File: src/rtl/core/cpfa_pkg.sv
// Shared types and constants for the colour pair find-or-allocate block.
package cpfa_pkg;

    localparam int TABLE_ENTRIES = 256;
    localparam int COLOR_BITS    = 8;

    localparam int FIELD_W = 8;
    localparam int SLOT_W  = 8;
    localparam int KEY_W   = 2 * COLOR_BITS;
    localparam int ADDR_W  = $clog2(TABLE_ENTRIES);
    localparam int NF_W    = ADDR_W + 1;

    localparam logic [NF_W-1:0] FIRST_SLOT = NF_W'(2);
    localparam logic [NF_W-1:0] FULL_MARK  = NF_W'(TABLE_ENTRIES);

    typedef enum logic [1:0] {
        ST_HIT     = 2'd0,
        ST_ADDED   = 2'd1,
        ST_FULL    = 2'd2,
        ST_CLEARED = 2'd3
    } t_status;

    typedef enum logic {
        ACT_FIND  = 1'b0,
        ACT_CLEAR = 1'b1
    } t_action;

    typedef struct packed {
        t_action              action;
        logic [FIELD_W-1:0]   fore_color;
        logic [FIELD_W-1:0]   back_color;
    } t_req;

    typedef struct packed {
        logic [SLOT_W-1:0] slot;
        t_status           status;
    } t_rsp;

    typedef struct packed {
        logic idle;
        logic done;
    } t_eng_stat;

endpackage

File: src/rtl/core/cpfa_engine.sv
// Search and allocate engine: pair memory, allocation counter and scan sequencer.
module cpfa_engine (
    input  logic                 i_clk,
    input  logic                 i_rst_n,
    input  logic                 i_start,
    input  cpfa_pkg::t_req       i_req,
    input  logic                 i_take,
    output cpfa_pkg::t_eng_stat  o_stat,
    output cpfa_pkg::t_rsp       o_rsp
);

    typedef enum logic [1:0] {
        S_IDLE,
        S_SCAN,
        S_DONE
    } t_state;

    t_state                          r_state;
    logic [cpfa_pkg::NF_W-1:0]       r_next_free;
    logic [cpfa_pkg::NF_W-1:0]       r_rd_addr;
    logic [cpfa_pkg::ADDR_W-1:0]     r_cmp_addr;
    logic                            r_cmp_valid;
    logic [cpfa_pkg::KEY_W-1:0]      r_key;
    logic [cpfa_pkg::KEY_W-1:0]      r_rd_data;
    cpfa_pkg::t_rsp                  r_rsp;

    logic [cpfa_pkg::KEY_W-1:0]      r_mem [cpfa_pkg::TABLE_ENTRIES];

    logic                            w_hit;
    logic                            w_rd_en;
    logic                            w_miss;
    logic                            w_full;
    logic                            w_wr_en;
    logic [cpfa_pkg::KEY_W-1:0]      w_req_key;

    assign w_req_key = {cpfa_pkg::COLOR_BITS'(i_req.fore_color),
                        cpfa_pkg::COLOR_BITS'(i_req.back_color)};

    // The compare stage looks at the word read in the previous cycle while the
    // next address is already being read.
    assign w_hit   = (r_state == S_SCAN) && r_cmp_valid && (r_rd_data == r_key);
    assign w_rd_en = (r_state == S_SCAN) && !w_hit && (r_rd_addr < r_next_free);
    assign w_miss  = (r_state == S_SCAN) && !w_hit && !w_rd_en;
    assign w_full  = (r_next_free == cpfa_pkg::FULL_MARK);
    assign w_wr_en = w_miss && !w_full;

    always_ff @(posedge i_clk) begin
        if (w_wr_en) begin
            r_mem[r_next_free[cpfa_pkg::ADDR_W-1:0]] <= r_key;
        end
        if (w_rd_en) begin
            r_rd_data <= r_mem[r_rd_addr[cpfa_pkg::ADDR_W-1:0]];
        end
    end

    always_ff @(posedge i_clk) begin
        if (!i_rst_n) begin
            r_state     <= S_IDLE;
            r_next_free <= cpfa_pkg::FIRST_SLOT;
            r_cmp_valid <= 1'b0;
        end else begin
            unique case (r_state)
                S_IDLE: begin
                    if (i_start) begin
                        if (i_req.action == cpfa_pkg::ACT_CLEAR) begin
                            r_next_free  <= cpfa_pkg::FIRST_SLOT;
                            r_rsp.slot   <= '0;
                            r_rsp.status <= cpfa_pkg::ST_CLEARED;
                            r_state      <= S_DONE;
                        end else begin
                            r_key       <= w_req_key;
                            r_rd_addr   <= cpfa_pkg::FIRST_SLOT;
                            r_cmp_valid <= 1'b0;
                            r_state     <= S_SCAN;
                        end
                    end
                end
                S_SCAN: begin
                    if (w_hit) begin
                        r_rsp.slot   <= cpfa_pkg::SLOT_W'(r_cmp_addr);
                        r_rsp.status <= cpfa_pkg::ST_HIT;
                        r_cmp_valid  <= 1'b0;
                        r_state      <= S_DONE;
                    end else if (w_rd_en) begin
                        r_cmp_addr  <= r_rd_addr[cpfa_pkg::ADDR_W-1:0];
                        r_rd_addr   <= r_rd_addr + cpfa_pkg::NF_W'(1);
                        r_cmp_valid <= 1'b1;
                    end else begin
                        r_cmp_valid <= 1'b0;
                        r_state     <= S_DONE;
                        if (w_full) begin
                            r_rsp.slot   <= '0;
                            r_rsp.status <= cpfa_pkg::ST_FULL;
                        end else begin
                            r_rsp.slot   <= cpfa_pkg::SLOT_W'(r_next_free);
                            r_rsp.status <= cpfa_pkg::ST_ADDED;
                            r_next_free  <= r_next_free + cpfa_pkg::NF_W'(1);
                        end
                    end
                end
                S_DONE: begin
                    if (i_take) begin
                        r_state <= S_IDLE;
                    end
                end
                default: begin
                    r_state <= S_IDLE;
                end
            endcase
        end
    end

    assign o_stat.idle = (r_state == S_IDLE);
    assign o_stat.done = (r_state == S_DONE);
    assign o_rsp       = r_rsp;

endmodule

File: src/rtl/core/color_pair_find_or_allocate_top.sv
// Top level of the colour pair find-or-allocate block.
//
// A request on the input channel (i_valid, o_stall, i_req) either looks up a
// foreground/background pair or clears the table. Each request yields one
// response on the output channel (o_valid, i_stall, o_rsp) giving the slot and
// a status: hit, newly added, table full or cleared.
// A request is taken when i_valid is high and o_stall is low. One request is
// worked on at a time; o_stall stays high from acceptance until its response
// has moved into the output register.
// A clear goes from acceptance straight to the finished state, then into the output
// register. A lookup reads the pair memory once per allocated slot, one read per
// cycle, stopping at the first match, then passes the finished state and the output
// register; at most 254 slots are allocated. The single read port of the pair memory
// sets this read rate.
// The output register holds a response while i_stall is high, and the engine
// keeps its finished response until the register can take it; a new request is
// accepted as soon as the engine has handed its response on.
// Reset empties the table (the allocation counter returns to slot 2) and
// drops any response held; the pair memory itself is not cleared.
module color_pair_find_or_allocate_top (
    input  logic            i_clk,
    input  logic            i_rst_n,
    input  logic            i_valid,
    output logic            o_stall,
    input  cpfa_pkg::t_req  i_req,
    output logic            o_valid,
    input  logic            i_stall,
    output cpfa_pkg::t_rsp  o_rsp
);

    cpfa_pkg::t_eng_stat w_eng_stat;
    cpfa_pkg::t_rsp      w_eng_rsp;
    logic                w_start;
    logic                w_take;
    logic                r_out_valid;
    cpfa_pkg::t_rsp      r_out_rsp;

    assign o_stall = !w_eng_stat.idle;
    assign w_start = i_valid && w_eng_stat.idle;
    assign w_take  = w_eng_stat.done && (!r_out_valid || !i_stall);

    cpfa_engine u_engine (
        .i_clk   (i_clk),
        .i_rst_n (i_rst_n),
        .i_start (w_start),
        .i_req   (i_req),
        .i_take  (w_take),
        .o_stat  (w_eng_stat),
        .o_rsp   (w_eng_rsp)
    );

    always_ff @(posedge i_clk) begin
        if (!i_rst_n) begin
            r_out_valid <= 1'b0;
        end else if (w_take) begin
            r_out_valid <= 1'b1;
            r_out_rsp   <= w_eng_rsp;
        end else if (!i_stall) begin
            r_out_valid <= 1'b0;
        end
    end

    assign o_valid = r_out_valid;
    assign o_rsp   = r_out_rsp;

endmodule

File: config.mk
export PLATFORM = sky130hd
export DESIGN_NAME = color_pair_find_or_allocate_top
export DESIGN_NICKNAME = d
export VERILOG_FILES = /design/src/rtl/core/cpfa_pkg.sv /design/src/rtl/core/cpfa_engine.sv /design/src/rtl/core/color_pair_find_or_allocate_top.sv
export SDC_FILE = /design/constraint.sdc
export NUM_CORES = 2
export LEC_CHECK = 0
export BUFFER_PORTS_ARGS = -buffer_cell sky130_fd_sc_hd__clkbuf_2
export CAP_MARGIN = 25
export CORE_MARGIN = 2
export CORE_UTILIZATION = 50
export CTS_CLUSTER_DIAMETER = 60
export CTS_CLUSTER_SIZE = 24
export DETAILED_ROUTE_END_ITERATION = 8
export PLACE_DENSITY = 0.65
export SETUP_SLACK_MARGIN = 0.2
export SYNTH_ARGS = -nofsm -noshare
export SYNTH_HDL_FRONTEND = slang
export SYNTH_HIERARCHICAL = 1
export SYNTH_SLANG_ARGS = --single-unit
File: constraint.sdc
create_clock -name i_clk -period 17.4 [get_ports i_clk]
set_input_delay 0.87 -clock i_clk [delete_from_list [all_inputs] [get_ports i_clk]]
set_output_delay 0.87 -clock i_clk [all_outputs]
set_load 0.02 [all_outputs]
==> qor.yml <==
critical_path:
  crit_buf_inv: 5
  critPathMaxFanout: 95
  worst_setup_path_end_kind: "flip-flop"
  timing.critical_path.mode_cell: "sky130_fd_sc_hd__buf_4"
  path_class: "reg -> reg"
  crit_path_top_delay_cell: "sky130_fd_sc_hd__buf_4"
  crit_path_cell_trace: "buf_12, buf_4, buf_4, buf_4, buf_4, mux4_1, mux4_2, a221o_1, a21oi_1, or3_1, o221ai_1"
  worst_ep_required_time_ns: 18.02
  critical_path_s_top_delay_family: "buffers and inverters"
  critical_path.startpoint_type: "flip-flop"
  max_stage_delay_ns: 0.81
  worst-endpoint-arrival_ns: 7.30
drt:
  detail_route.iter0.violations: 14010
  ant_nets: 0
  first_pass_iters: 9
  post-route-drc-count: 2
  detail_route.vias_per_cell: 6.759
  wire_per_inst_microns: 38.11
  vias_after_detailed_routing: 84040
  wl_microns: 473800
power_and_ir_drop:
  power_frac_comb_pct: 5.8
  p_sw_share_pct: 22.98
  pwr_density_cell_mw_per_mm2: 106.8
  internal_power_mw: 14.71
  net-switching-power_mw: 4.389
  power.share.clock_pct: 36.5
  vdd.ir_drop.worst_uv: 106.6
  pwr-share-seq_pct: 57.7
  p_leak_nw: 56.08
synthesis:
  synth_cells: 7532
  synth-async-reset-ratio_pct: 0
  ys_seq_area_share_pct: 77.53
  synth_top_flop_cell: "sky130_fd_sc_hd__edfxtp_1"
  mapped_area_sq_mm: 0.1617
  synth-warning-count: 6
  synth_enable_flop_cells: 4165
  syn_nets: 7566
  synth.ff_latch_count: 4178
  post_synth.cell_area_avg_sq_um: 21.46
  synth_cell_type_count: 87
clocking:
  cts-hold-fix-buffers: 0
  clk_root_buffer_cell: "sky130_fd_sc_hd__clkbuf_16"
  cts-buffers-inserted: 271
  longest_clk_path_bufs: 4
  cts-resized-gates: 0
  tritoncts: "yes"
  clock_sink_count: 4178
  clock_network_latency_to_the_later_pin_of_the_worst_skew_pair_ns: 0.93
  cts_setup_buffers: 0
  ctsHtreeMaxLevel: 5
  clk_transition_reported_paths_ns: 0.08
global_routing:
  grt.overflow.total: 0
  number_of_antenna_violations_at_the_first_check_in_global_routing: 23
  largest_net_degree_at_the_start_of_global_routing: 194
  globalRouteTotalUtil_pct: 28.71
  first_pass_grt_wire_length_microns: 648800
  grt_pass1_vias: 79740
outcome:
  status: "finished, violations left"
  failing_checks: "design-rule violations"
cells_and_area:
  final_cell_count_no_fill: 12430
  layout.cells.most_common: "sky130_fd_sc_hd__edfxtp_1"
  post_route_cells_drive_above_1_share_pct: 26.09
  fin_util_pct: 55.63
  mostFrequentLayoutCells: "4,165 x sky130_fd_sc_hd__edfxtp_1, 831 x sky130_fd_sc_hd__mux4_2, 453 x sky130_fd_sc_hd__buf_4"
  area_growth_pct: 10.61
  finalNetCount: 7937
sta:
  period_needed_ns: 6.676
  finalHoldViolCount: 0
  fin_crit_sh_pct: 38.37
  setup_viol_count_final: 0
  worst_slew_margin_rel_pct: 15.01
  fmax_mhz: 149.8
  worst_clock_skew_ns: 0.03997
  pin_slew_with_the_least_headroom_to_its_limit_ns: 1.275
  maxSlewViolCount: 0
  rsz0062_at_grt: "no"
  timing.setup.tns_ns: 0
run:
  drv.max_cap_violation_count: 0
floorplan:
  die_width_microns: 572.6
  placement_rows: 208
  core_region_area_sq_mm: 0.3214
  pin_count: 33
  die-area_sq_mm: 0.3279
  dieHeight_microns: 572.6
  start_util_pct: 50.30
placement:
  routabilityCongestion: 0.9609
  dpl.hpwl_microns: 283200
  place_inst: 11920
  portBuffers: 32
hold_path:
  hp-class: "in -> reg"
[logic make-up (layout without fill, tap and decap cells)]
family	Yosys count	count (layout)	share of synthesized area (%)
flops	4178	4178	77.53
simple gates	693	693	1.888
mux	1285	1285	14.70
fa+ha+maj	13	13	0.1006
buf+inv	462	1044	1.872
compound gates	878	878	3.785
other cells	0	15	0
xor+xnor	23	23	0.1246
[routing by layer]
metal  vias up  GRT usage, %  wire (microns)
li1      32480             -               -
met1     44890         38.87          171400
met2      5605         44.03          218900
met3      1054         6.554           54970
met4        16         14.69           28440
met5         -             0              98
[sequential cells by signal, indices dropped and copies added (netlist names)]
signal	count
u_engine/r_next_free	9
u_engine/r_cmp_valid	1
o_valid	1
u_engine/r_rd_addr	9
u_engine/r_key	16
u_engine/r_cmp_addr	8
u_engine/o_rsp	10
o_rsp	10
u_engine/r_mem	4096
u_engine/r_rd_data	16
u_engine/r_state	2
[through the flow]
| stage | cell area, sq um | setup WS (ns) | power, mW | hold WS [ns] |
|---|---|---|---|---|
| floorplan | 161700 | 11.38 | 11.90 | 0.4003 |
| global placement | 168700 | 10.48 | 12.31 | 0.4123 |
| detailed placement | 169200 | 10.66 | 12.33 | 0.4054 |
| CTS | 178500 | 10.62 | 19.16 | 0.06041 |
| global route | 178800 | 10.35 | 19.54 | 0.1103 |
| finish | 178800 | 10.72 | 19.10 | 0.1248 |
[area by class of cell]
type / instances / area (sq um)
multi-input combinational: 2892 / 34130
sequential: 4178 / 125300
clock inverter: 191 / 2376
fill: 23540 / 142600
inverter: 21 / 88.84
tap: 4305 / 5386
clock buffer: 293 / 6949
antenna: 15 / 37.54
timing repair buffer: 539 / 4504
[final timing paths]
kind                                  startpoint                               to  slack, ns  cells past startpoint
max reg2reg  u_engine/r_rd_addr[0]$_SDFFCE_PP0P_  u_engine/r_rd_data[0]$_DFFE_PP_      10.72                     11
min                                    i_req[13]     u_engine/r_key[13]$_DFFE_PP_       0.12                      1
min reg2reg      u_engine/o_rsp[6]$_SDFFCE_PP0P_               o_rsp[6]$_DFFE_PP_       0.43                      0
max          u_engine/r_rd_addr[0]$_SDFFCE_PP0P_  u_engine/r_rd_data[0]$_DFFE_PP_      10.72                     11
[synth_stat cells, drive strengths merged, types with 6 or more instances]
cell | instances | share of area (%)
nor2b | 20 | 0.077
a21oi | 195 | 0.60
and2 | 12 | 0.046
a221o | 6 | 0.037
a311oi | 9 | 0.049
dfxtp | 13 | 0.16
nand2b | 8 | 0.031
and3 | 6 | 0.023
nor2 | 324 | 0.75
nand4 | 18 | 0.070
ha | 13 | 0.10
mux2 | 26 | 0.18
o211ai | 15 | 0.070
or4 | 10 | 0.046
a21o | 7 | 0.033
clkbuf | 163 | 0.43
a31oi | 19 | 0.074
nand2 | 142 | 0.33
mux2i | 399 | 2.5
a221oi | 104 | 0.58
nand3 | 74 | 0.23
inv | 19 | 0.044
a211oi | 40 | 0.19
mux4 | 860 | 12
nor4 | 6 | 0.023
edfxtp | 4165 | 77
o221ai | 40 | 0.22
a32oi | 10 | 0.054
nor3 | 54 | 0.17
o31ai | 14 | 0.065
a22oi | 137 | 0.64
a22o | 29 | 0.16
o21a | 8 | 0.037
o21ai | 102 | 0.32
buf | 278 | 1.4
o22ai | 81 | 0.31
xnor2 | 19 | 0.10
a2111oi | 13 | 0.084
[power by group through the flow]
stage | Combinational, mW | Clock, mW | Sequential (mW)
2_1_floorplan | 0.582 | 0 | 11.3
3_3_place_gp | 1.06 | 0 | 11.3
3_5_place_dp | 1.08 | 0 | 11.3
4_1_cts | 1.09 | 7.05 | 11.0
5_1_grt | 1.13 | 7.39 | 11.0
6_report | 1.10 | 6.97 | 11.0
No activity file was read; power rests on OpenSTA's default activity.
